$ cat config.mk
export PLATFORM = sky130hd
export DESIGN_NAME = flwl_ctrl
export DESIGN_NICKNAME = d
export VERILOG_FILES = /design/src/rtl/flwl_pkg.sv /design/src/rtl/flwl_ctrl.sv
export SDC_FILE = /design/constraint.sdc
export NUM_CORES = 1
export LEC_CHECK = 0
export BUFFER_PORTS_ARGS = -buffer_cell sky130_fd_sc_hd__buf_2
export CORE_AREA = 2 2 130 132
export CTS_CLUSTER_DIAMETER = 50
export DETAILED_ROUTE_END_ITERATION = 12
export DIE_AREA = 0 0 132 134
export GPL_TIMING_DRIVEN = 0
export PLACE_DENSITY = 0.84
export SLEW_MARGIN = 20
export SYNTH_ARGS = -nofsm -noshare
export SYNTH_HDL_FRONTEND = slang
export SYNTH_SLANG_ARGS = --single-unit
$ cat constraint.sdc
create_clock -name clk_i -period 6 [get_ports clk_i]
set_clock_uncertainty 0.15 [all_clocks]
set_input_delay 0.3 -clock clk_i [delete_from_list [all_inputs] [get_ports clk_i]]
set_output_delay 0.3 -clock clk_i [all_outputs]
set_load 0.02 [all_outputs]
$ cat src/rtl/flwl_pkg.sv
// ----------------------------------------------------------------------------
// flwl_pkg
// Shared types, codes and reset constants of the flash wear-level allocator.
// ----------------------------------------------------------------------------
package flwl_pkg;

  // Default geometry
  localparam int unsigned NumBlocksDef = 1024;
  localparam int unsigned CountBitsDef = 20;

  // Register reset values
  localparam logic [10:0] FreeThresholdRst = 11'd650;
  localparam logic [7:0]  PageLimitRst     = 8'd62;
  localparam logic [10:0] BlocksInUseRst   = 11'd1024;

  // Register indexes
  localparam logic [1:0] CfgFreeThreshold = 2'd0;
  localparam logic [1:0] CfgPageLimit     = 2'd1;
  localparam logic [1:0] CfgBlocksInUse   = 2'd2;

  // Opcodes
  localparam logic OpLoad  = 1'b0;
  localparam logic OpAlloc = 1'b1;

  // Saturation point of the reported counts
  localparam logic [31:0] Sat11Max = 32'd2047;

  typedef enum logic [1:0] {
    ST_LOADED  = 2'd0,
    ST_GRANTED = 2'd1,
    ST_RETIRED = 2'd2,
    ST_NO_FREE = 2'd3
  } status_e;

  typedef enum logic [5:0] {
    S_CLEAR = 6'b000001,
    S_IDLE  = 6'b000010,
    S_SCAN1 = 6'b000100,
    S_SCAN2 = 6'b001000,
    S_FIN   = 6'b010000,
    S_DONE  = 6'b100000
  } ctrl_state_e;

  typedef struct packed {
    status_e     status;
    logic [9:0]  grant_block;
    logic [7:0]  grant_page;
    logic [19:0] grant_erase_count;
    logic [10:0] reclaimed_blocks;
    logic [10:0] free_before;
  } res_t;

  function automatic logic [10:0] sat11(input logic [31:0] v);
    return (v > Sat11Max) ? Sat11Max[10:0] : v[10:0];
  endfunction

endpackage

$ cat src/rtl/flwl_ctrl.sv
// ----------------------------------------------------------------------------
// flwl_ctrl
// Sequencer: clears the table, applies loads, and runs the count scan, the
// reclaim/min scan and the final write-back of an allocation.
// ----------------------------------------------------------------------------
module flwl_ctrl import flwl_pkg::*; #(
  parameter int unsigned NumBlocks = NumBlocksDef,
  parameter int unsigned CountBits = CountBitsDef,
  localparam int unsigned AW = $clog2(NumBlocks),
  localparam int unsigned CW = $clog2(NumBlocks + 1),
  localparam int unsigned EW = CountBits + 9
) (
  input  logic                 clk_i,
  input  logic                 rst_ni,
  input  logic                 in_valid_i,
  output logic                 in_ready_o,
  input  logic                 opcode_i,
  input  logic [9:0]           entry_index_i,
  input  logic [19:0]          load_erase_count_i,
  input  logic                 load_state_i,
  input  logic [7:0]           load_page_i,
  input  logic [10:0]          free_threshold_i,
  input  logic [7:0]           page_limit_i,
  input  logic [10:0]          blocks_in_use_i,
  output logic                 res_valid_o,
  output res_t                 res_o,
  input  logic                 res_take_i,
  output logic                 mem_we_o,
  output logic [AW-1:0]        mem_waddr_o,
  output logic [EW-1:0]        mem_wdata_o,
  output logic [AW-1:0]        mem_raddr_o,
  input  logic [EW-1:0]        mem_rdata_i
);

  ctrl_state_e state_q, state_d;
  logic [CW-1:0]        cnt_q, cnt_d;
  logic                 pend_q, pend_d;
  logic [AW-1:0]        pend_addr_q, pend_addr_d;
  logic [CW-1:0]        free_cnt_q, free_cnt_d;
  logic [CW-1:0]        recl_cnt_q, recl_cnt_d;
  logic                 found_q, found_d;
  logic [AW-1:0]        best_idx_q, best_idx_d;
  logic [CountBits-1:0] best_cnt_q, best_cnt_d;
  logic [7:0]           best_page_q, best_page_d;
  res_t                 res_q, res_d;

  logic [CW-1:0]        n_blocks;
  logic                 issue;
  logic                 reclaim;
  logic                 e_wait;
  logic [7:0]           e_page;
  logic [CountBits-1:0] e_cnt;
  logic [CountBits-1:0] e_cnt_inc;
  logic                 take_back;
  logic                 eff_wait;
  logic [7:0]           eff_page;
  logic [CountBits-1:0] eff_cnt;

  // Clamp the number of blocks taking part
  assign n_blocks = (32'(blocks_in_use_i) > 32'(NumBlocks)) ? CW'(NumBlocks)
                                                             : CW'(blocks_in_use_i);
  assign issue    = cnt_q < n_blocks;
  assign reclaim  = 32'(free_cnt_q) < 32'(free_threshold_i);

  // Split the read entry; layout is {waiting, page, count}
  assign e_wait    = mem_rdata_i[EW-1];
  assign e_page    = mem_rdata_i[EW-2 -: 8];
  assign e_cnt     = mem_rdata_i[CountBits-1:0];
  assign e_cnt_inc = (e_cnt == '1) ? e_cnt : e_cnt + 1'b1;
  assign take_back = reclaim && e_wait;
  assign eff_wait  = e_wait && !reclaim;
  assign eff_page  = take_back ? 8'd0 : e_page;
  assign eff_cnt   = take_back ? e_cnt_inc : e_cnt;

  assign in_ready_o  = (state_q == S_IDLE);
  assign res_valid_o = (state_q == S_DONE);
  assign res_o       = res_q;
  assign mem_raddr_o = cnt_q[AW-1:0];

  // Next-state logic
  always_comb begin
    state_d     = state_q;
    cnt_d       = cnt_q;
    pend_d      = pend_q;
    pend_addr_d = pend_addr_q;
    free_cnt_d  = free_cnt_q;
    recl_cnt_d  = recl_cnt_q;
    found_d     = found_q;
    best_idx_d  = best_idx_q;
    best_cnt_d  = best_cnt_q;
    best_page_d = best_page_q;
    res_d       = res_q;
    mem_we_o    = 1'b0;
    mem_waddr_o = pend_addr_q;
    mem_wdata_o = '0;

    case (state_q)
      S_CLEAR: begin
        mem_we_o    = 1'b1;
        mem_waddr_o = cnt_q[AW-1:0];
        if (cnt_q == CW'(NumBlocks - 1)) begin
          cnt_d   = '0;
          state_d = S_IDLE;
        end else begin
          cnt_d = cnt_q + 1'b1;
        end
      end

      S_IDLE: begin
        if (in_valid_i) begin
          if (opcode_i == OpLoad) begin
            if (32'(entry_index_i) < 32'(NumBlocks)) begin
              mem_we_o    = 1'b1;
              mem_waddr_o = AW'(entry_index_i);
              mem_wdata_o = {load_state_i, load_page_i, CountBits'(load_erase_count_i)};
            end
            res_d        = '0;
            res_d.status = ST_LOADED;
            state_d      = S_DONE;
          end else begin
            cnt_d      = '0;
            pend_d     = 1'b0;
            free_cnt_d = '0;
            recl_cnt_d = '0;
            found_d    = 1'b0;
            state_d    = S_SCAN1;
          end
        end
      end

      // Count free blocks
      S_SCAN1: begin
        pend_d      = issue;
        pend_addr_d = cnt_q[AW-1:0];
        if (issue) begin
          cnt_d = cnt_q + 1'b1;
        end
        if (pend_q && !e_wait) begin
          free_cnt_d = free_cnt_q + 1'b1;
        end
        if (!issue && !pend_q) begin
          cnt_d   = '0;
          state_d = S_SCAN2;
        end
      end

      // Reclaim waiting blocks if needed and track the least-worn free block
      S_SCAN2: begin
        pend_d      = issue;
        pend_addr_d = cnt_q[AW-1:0];
        if (issue) begin
          cnt_d = cnt_q + 1'b1;
        end
        if (pend_q) begin
          if (take_back) begin
            mem_we_o    = 1'b1;
            mem_waddr_o = pend_addr_q;
            mem_wdata_o = {1'b0, 8'd0, e_cnt_inc};
            recl_cnt_d  = recl_cnt_q + 1'b1;
          end
          if (!eff_wait && (!found_q || eff_cnt < best_cnt_q)) begin
            found_d     = 1'b1;
            best_idx_d  = pend_addr_q;
            best_cnt_d  = eff_cnt;
            best_page_d = eff_page;
          end
        end
        if (!issue && !pend_q) begin
          state_d = S_FIN;
        end
      end

      // Grant or retire the chosen block, or report no free block, and build the result
      S_FIN: begin
        res_d                  = '0;
        res_d.reclaimed_blocks = sat11(32'(recl_cnt_q));
        res_d.free_before      = sat11(32'(free_cnt_q));
        if (!found_q) begin
          res_d.status = ST_NO_FREE;
        end else begin
          res_d.grant_block       = 10'(best_idx_q);
          res_d.grant_page        = best_page_q;
          res_d.grant_erase_count = 20'(best_cnt_q);
          mem_we_o                = 1'b1;
          mem_waddr_o             = best_idx_q;
          if (best_page_q < page_limit_i) begin
            mem_wdata_o  = {1'b0, best_page_q + 8'd1, best_cnt_q};
            res_d.status = ST_GRANTED;
          end else begin
            mem_wdata_o  = {1'b1, best_page_q, best_cnt_q};
            res_d.status = ST_RETIRED;
          end
        end
        state_d = S_DONE;
      end

      // Hold the result until the output register takes it
      S_DONE: begin
        if (res_take_i) begin
          state_d = S_IDLE;
        end
      end

      default: begin
        state_d = S_IDLE;
      end
    endcase
  end

  // Control registers
  always_ff @(posedge clk_i or negedge rst_ni) begin
    if (!rst_ni) begin
      state_q <= S_CLEAR;
      cnt_q   <= '0;
      pend_q  <= 1'b0;
      found_q <= 1'b0;
    end else begin
      state_q <= state_d;
      cnt_q   <= cnt_d;
      pend_q  <= pend_d;
      found_q <= found_d;
    end
  end

  // Datapath registers
  always_ff @(posedge clk_i) begin
    pend_addr_q <= pend_addr_d;
    free_cnt_q  <= free_cnt_d;
    recl_cnt_q  <= recl_cnt_d;
    best_idx_q  <= best_idx_d;
    best_cnt_q  <= best_cnt_d;
    best_page_q <= best_page_d;
    res_q       <= res_d;
  end

endmodule

=== Yosys cells after proc, flatten, opt, wreduce, memory -nomap -nowiden ===
Cells that the tools add are included.

* Register bits: 151
* Output and inout port bits: 114
* Word-level logic and storage cells: 121

* $add $sub $neg: 5
* Magnitude comparators: 5
* Equal/unequal tests: 19
* Muxes and demuxes: 50
* Reductions and logical operators: 26

{| class="wikitable"
|+ Operator list
! kind !! number
|-
| $mux W62 || 2
|-
| $pmux W62 S2 || 1
|-
| $mux W29 || 4
|-
| $mux W11 || 9
|-
| $pmux W29 S3 || 1
|-
| $mux W20 || 4
|-
| $pmux W11 S2 || 2
|-
| $pmux W11 S4 || 1
|-
| $mux W38 || 1
|-
| $mux W6 || 6
|-
| $pmux W6 S6 || 1
|-
| $add A11 B1 Y11 const B || 3
|-
| $mux W10 || 3
|-
| $pmux W10 S3 || 1
|-
| $lt A11 B11 Y1 || 2
|-
| $add A20 B1 Y20 const B || 1
|-
| $eq A20 B20 Y1 const B || 1
|-
| $lt A20 B20 Y1 || 1
|-
| $ne A2 B2 Y1 const B || 9
|-
| $reduce_and A5 Y1 || 3
|-
| $reduce_and A3 Y1 || 4
|-
| $eq A11 B10 Y1 const B || 1
|-
| $gt A11 B11 Y1 const B || 1
|-
| $mux W1 || 9
|-
| 19 further kinds || 34
|}

=== Longest topological paths before layout ===
* Depth after elaboration: 9
* Gate-level depth with buffers: 16
* Mapped depth without buffers: 15

=== Worst setup path before layout ===
No wires, ideal clock.

* Path type: register -> register
* Start: register free_cnt_q[4]
* End: register best_cnt_q[0] (enable)
* Library setup time: 444 ps
* Arrival time: 4912 ps
* Data required time: 5406 ps
* Setup slack: 494 ps
* Cell stages (with the launch flop): 16
* Path buffers: 1
* Clock period less this slack: 5506 ps
* Path through: edfxtp_1 ha_1 a21oi_1 o21ai_0 a221oi_1 and2_1 clkbuf_1 nand3_1 xnor2_1 ha_1 a211o_1 o211ai_1 a21oi_1 o21ai_0 nand4_1 o2bb2ai_1

* Longest elaborated chain between the ends: 7
* Elaborated cells between the ends (all ways): 10
* Classes of those cells: 2 x order compare; 1 x mux; 7 x reduce/logical

{| class="wikitable"
|+ RTL lines
! item !! RTL line !! RTL
|-
| from (decl) || flwl_ctrl.sv:39 || <nowiki>logic [CW-1:0] free_cnt_q, free_cnt_d;</nowiki>
|-
| from (signal assigned) || flwl_ctrl.sv:228 || <nowiki>free_cnt_q <= free_cnt_d;</nowiki>
|-
| $lt A11 B11 Y1 || flwl_ctrl.sv:63 || <nowiki>assign reclaim = 32'(free_cnt_q) < 32'(free_threshold_i);</nowiki>
|-
| $logic_and A1 B1 Y1 || flwl_ctrl.sv:70 || <nowiki>assign take_back = reclaim && e_wait;</nowiki>
|-
| $mux W20 || flwl_ctrl.sv:73 || <nowiki>assign eff_cnt = take_back ? e_cnt_inc : e_cnt;</nowiki>
|-
| named net eff_cnt[5] || flwl_ctrl.sv:57 || <nowiki>logic [CountBits-1:0] eff_cnt;</nowiki>
|-
| $lt A20 B20 Y1 || flwl_ctrl.sv:161 || <nowiki>if (!eff_wait && (!found_q || eff_cnt < best_cnt_q)) begin</nowiki>
|-
| $logic_or A1 B1 Y1 || flwl_ctrl.sv:161 ||
|-
| $logic_and A1 B1 Y1 || flwl_ctrl.sv:161 ||
|-
| $reduce_and A3 Y1 (no line) || -- ||
|-
| to (signal assigned) || flwl_ctrl.sv:231 || <nowiki>best_cnt_q <= best_cnt_d;</nowiki>
|-
| to (decl) || flwl_ctrl.sv:43 || <nowiki>logic [CountBits-1:0] best_cnt_q, best_cnt_d;</nowiki>
|}

The timed path passes the listed nets, and every way through them passes these cells.
A chain may end at the register's enable or synchronous reset.

=== Worst setup path in the final report ===
* Start: register free_cnt_q[4]
* End: register best_idx_q[6] (enable)

* Longest elaborated chain between the ends: 7
* Elaborated cells between the ends (all ways): 10
* Classes of those cells: 2 x order compare; 1 x mux; 7 x reduce/logical

{| class="wikitable"
|+ RTL lines
! item !! RTL line !! RTL
|-
| $lt A11 B11 Y1 || flwl_ctrl.sv:63 ||
|-
| $logic_and A1 B1 Y1 || flwl_ctrl.sv:70 ||
|-
| $mux W20 || flwl_ctrl.sv:73 ||
|-
| named net eff_cnt[14] || flwl_ctrl.sv:57 ||
|-
| $lt A20 B20 Y1 || flwl_ctrl.sv:161 ||
|-
| $logic_or A1 B1 Y1 || flwl_ctrl.sv:161 ||
|-
| $logic_and A1 B1 Y1 || flwl_ctrl.sv:161 ||
|-
| $reduce_and A3 Y1 (no line) || -- ||
|-
| to (signal assigned) || flwl_ctrl.sv:230 || <nowiki>best_idx_q <= best_idx_d;</nowiki>
|-
| to (decl) || flwl_ctrl.sv:42 || <nowiki>logic [AW-1:0] best_idx_q, best_idx_d;</nowiki>
|}

The timed path passes the listed nets, and every way through them passes these cells.

==> impl_metrics.yaml <==
outcome:
  result_of_the_run: "finished, final reports clean"
sta:
  fin_crit_ns: 5.53
  finalSetupViolations: 0
  hold_viol: 0
  grt_setup_unrepaired: "false"
  max_slew_headroom_at_the_worst_pin_pct: 47.6
  min_period_over_period_pct: 92.2
  worst_slew_pin_slew_ns: 0.779
  fmax_mhz: 181
  drv_slew: 0
cells_and_area:
  finish.net_count: 1232
  layout_commonest_cell: "sky130_fd_sc_hd__buf_2"
  antenna_diode_count: 0
  utilization_pct: 66.2
  area_delta_synth_final_pct: 23.9
  final_layout_size_suffix_gt1_share_pct: 25.2
  most_frequent_cells_in_the_layout: "sky130_fd_sc_hd__buf_2 (217), sky130_fd_sc_hd__edfxtp_1 (132), sky130_fd_sc_hd__nand2_1 (77), sky130_fd_sc_hd__nor2_1 (72), sky130_fd_sc_hd__o21ai_0 (60)"
clocking:
  cts-htree-levels: 4
  clkSlewWorstSetupHoldPaths_ns: 0.06
  clk-insertion-delay-late_ns: 0.43
  clockBufferDepth: 2
  ctsRootBufferMaster: "sky130_fd_sc_hd__clkbuf_16"
  clock-sinks: 151
  tritoncts: "built"
  cts_made_buffers: 17
critical_path:
  timing.critical_path.arrival_ns: 5.57
  timing.critical_path.required_ns: 6.03
  worstSetupEndpointType: "flip-flop"
  critPathKind: "reg -> reg"
  cp_slowest_cell: "sky130_fd_sc_hd__or4_1"
  path_max_fanout: 22
  critical_path.startpoint_type: "flip-flop"
  crit_chain: "ha_1 -> a21oi_1 -> o21ai_0 -> a221oi_2 -> and2_1 -> clkbuf_1 -> nand4_1 -> xnor2_1 -> ha_1 -> nand4_1 -> or4_1 -> nor3_1 -> o41ai_1 -> a311oi_1 -> o2bb2ai_4 -> buf_16"
  crit_path_max_incr_delay_ns: 0.61
pwr:
  finalPower_mw: 3.94
  power.static_leakage_nw: 4.71
  p_per_area_mw_per_mm2: 366
  pwr-share-clk_pct: 26.3
  power.switching_fraction_pct: 37.5
  netSwitchingPower_mw: 1.48
  irDropWorstVdd_uv: 313
  power.sequential.fraction_pct: 38.1
  power_frac_comb_pct: 35.6
  internal-power_mw: 2.46
floorplan:
  die_width_um: 132
  die_h_um: 134
  die_area_mm2: 0.0177
  io_pins: 217
  core_area_mm2: 0.0163
  fp_rows: 47
  start_util_pct: 53.4
global_route:
  first_global_vias: 7443
  global_route.usage.total_pct: 26.3
  maximum_number_of_pins_on_one_net_before_global_route_repair: 46
  grt_antenna_before_repair: 0
  global_route_wire_length_before_repair_um: 36700
  grt_remaining_overflow: 0
synthesis:
  synthAdderAreaFrac_pct: 7.34
  post_synth_and_or_nand_nor_area_fraction_pct: 18.5
  post_synth_instance_area_mm2: 0.00870
  yosysUniqueCellTypes: 63
  asyncSetResetFlopFracSynth_pct: 12.6
  synth_compound_gate_area_share_pct: 11.6
  syn_area_per_cell_um2: 10.4
  synth_enable_flop_cells: 132
  yosysWarnings: 0
  synth_top_family_by_area: "simple AND/OR/NAND/NOR gates"
  post_synthesis_xor_xnor_area_fraction_pct: 5.54
  synth_seq_area_share_pct: 51.1
  synthesized_instance_count: 834
  postSynthNetCount: 988
  multiplexer_fraction_of_the_synthesized_cell_area_pct: 1.86
  synth_ff_type: "sky130_fd_sc_hd__edfxtp_1"
  synth-seq-cells: 151
routing:
  drt_first_iter_violations: 625
  drt-pass1-iter-count: 5
  detail-route-antenna-nets: 0
  route.detailed.wl_per_inst_um: 17.7
  postRouteWirelength_um: 23200
  route.vias.total: 7462
  detail_route.drc_violations: 0
  avgViaCountPerCell: 5.69
place:
  place.port_buffers: 214
  globalplace.congestion: 0.931
  dp_hpwl_um: 17200
run:
  timing.max_cap.violations: 0
hold_path:
  timing.hold.worst.class: "in -> reg"
[power by group through the flow]
stage,Clock (mW),Sequential (mW),Combinational [mW]
CTS,1.04,1.50,1.40
finish,1.04,1.50,1.40
floorplan,0,1.60,0.799
detailed placement,0,1.52,1.39
global route,1.09,1.52,1.52
global placement,0,1.52,1.33
[registers in the layout, indices dropped and copies added, names as in the netlist]
signal / flops
best_cnt_q: 20
best_idx_q: 10
best_page_q: 8
cnt_q: 11
found_q: 1
free_cnt_q: 11
pend_addr_q: 10
pend_q: 1
recl_cnt_q: 11
res_o: 62
state_q: 6
[critical path, delay by kind of cell, from the launching register on]
| kind | cells | cell delay, ns |
|---|---|---|
| fa+ha+maj | 2 | 0.65 |
| buf+inv | 2 | 0.72 |
| compound gates | 6 | 1.61 |
| flops | 1 | 0.50 |
| simple gates | 5 | 1.46 |
| xor+xnor | 1 | 0.18 |
[per-layer routing]
metal  share of wire [%]  GRT usage [%]  vias up
met5                   0              0        -
met4                 3.2           12.1        0
met3                 9.3           6.50       68
met2                  48           43.7      390
met1                  40           32.6     3481
li1                    -              -     3523
[path summary, 6_finish.rpt]
| check | from | to | slack, ns | cells past startpoint |
|---|---|---|---|---|
| max | free_cnt_q[4]$_SDFFCE_PN0P_ | best_idx_q[6]$_DFFE_PP_ | 0.47 | 16 |
| min reg2reg | pend_addr_q[2]$_DFFE_PP_ | best_idx_q[2]$_DFFE_PP_ | 0.33 | 0 |
| min in group asynchronous | rst_ni | cnt_q[3]$_DFFE_PN0P_ | 0.19 | 2 |
| max reg2reg | free_cnt_q[4]$_SDFFCE_PN0P_ | best_idx_q[6]$_DFFE_PP_ | 0.47 | 16 |
| min | mem_rdata_i[21] | best_page_q[1]$_SDFFCE_PN0P_ | 0.02 | 2 |
| max in group asynchronous | rst_ni | state_q[0]$_DFFE_PN1P_ | 5.18 | 2 |
[timing repair]
action	CTS	global route
hold endpoints to repair	26	0
setup buffers	0	0
hold buffers	8	0
setup endpoints to repair	0	17
resized for setup	0	1
[stage by stage]
| stage | cell area, um^2 | cells | setup TNS [ns] | hold WS [ns] | setup WS (ns) |
|---|---|---|---|---|---|
| 6_report | 10800 | 1311 | 0 | 0.0158 | 0.468 |
| 2_1_floorplan | 8700 | 834 | 0 | -0.146 | 0.494 |
| 3_5_place_dp | 10100 | 1271 | 0 | 0.112 | 0.298 |
| 5_1_grt | 10800 | 1311 | 0 | 0.0131 | 0.138 |
| 4_1_cts | 10800 | 1311 | 0 | 0.00908 | 0.277 |
| 3_3_place_gp | 10000 | 1268 | -55.50 | 0.117 | -1.46 |
[Yosys cell counts (7+ instances only)]
cell type	n	area share [%]
sky130_fd_sc_hd__and3_1	34	2.4
sky130_fd_sc_hd__or4_1	7	0.60
sky130_fd_sc_hd__a21oi_1	40	2.3
sky130_fd_sc_hd__inv_1	45	1.9
sky130_fd_sc_hd__nor3_1	8	0.46
sky130_fd_sc_hd__and2_1	35	2.5
sky130_fd_sc_hd__nand4_1	14	1.0
sky130_fd_sc_hd__o21ai_0	60	3.5
sky130_fd_sc_hd__a211o_1	13	1.3
sky130_fd_sc_hd__mux2i_1	15	1.7
sky130_fd_sc_hd__edfxtp_1	132	46
sky130_fd_sc_hd__nor2_1	72	3.1
sky130_fd_sc_hd__dfrtp_1	18	5.2
sky130_fd_sc_hd__nand3_1	29	1.7
sky130_fd_sc_hd__nor4_1	9	0.65
sky130_fd_sc_hd__xnor2_1	22	2.2
sky130_fd_sc_hd__nand2_1	77	3.3
sky130_fd_sc_hd__clkbuf_1	23	0.99
sky130_fd_sc_hd__xor2_1	33	3.3
sky130_fd_sc_hd__buf_4	10	0.86
sky130_fd_sc_hd__ha_1	51	7.3
[kinds of logic after synthesis]
logic type	Yosys count
simple gates	317
compound gates	161
flops	151
buf+inv	83
xor+xnor	55
fa+ha+maj	51
mux	16
[final cells by class]
| class | count | area, um^2 |
|---|---|---|
| Fill cell | 1255 | 5510 |
| Sequential cell | 151 | 4440 |
| Multi-Input combinational cell | 600 | 3940 |
| Timing Repair Buffer | 225 | 1210 |
| Clock buffer | 18 | 429 |
| Tap cell | 220 | 275 |
| Buffer | 37 | 180 |
| Inverter | 46 | 173 |
| Clock inverter | 14 | 133 |
Power figures use the tool's default switching activity.
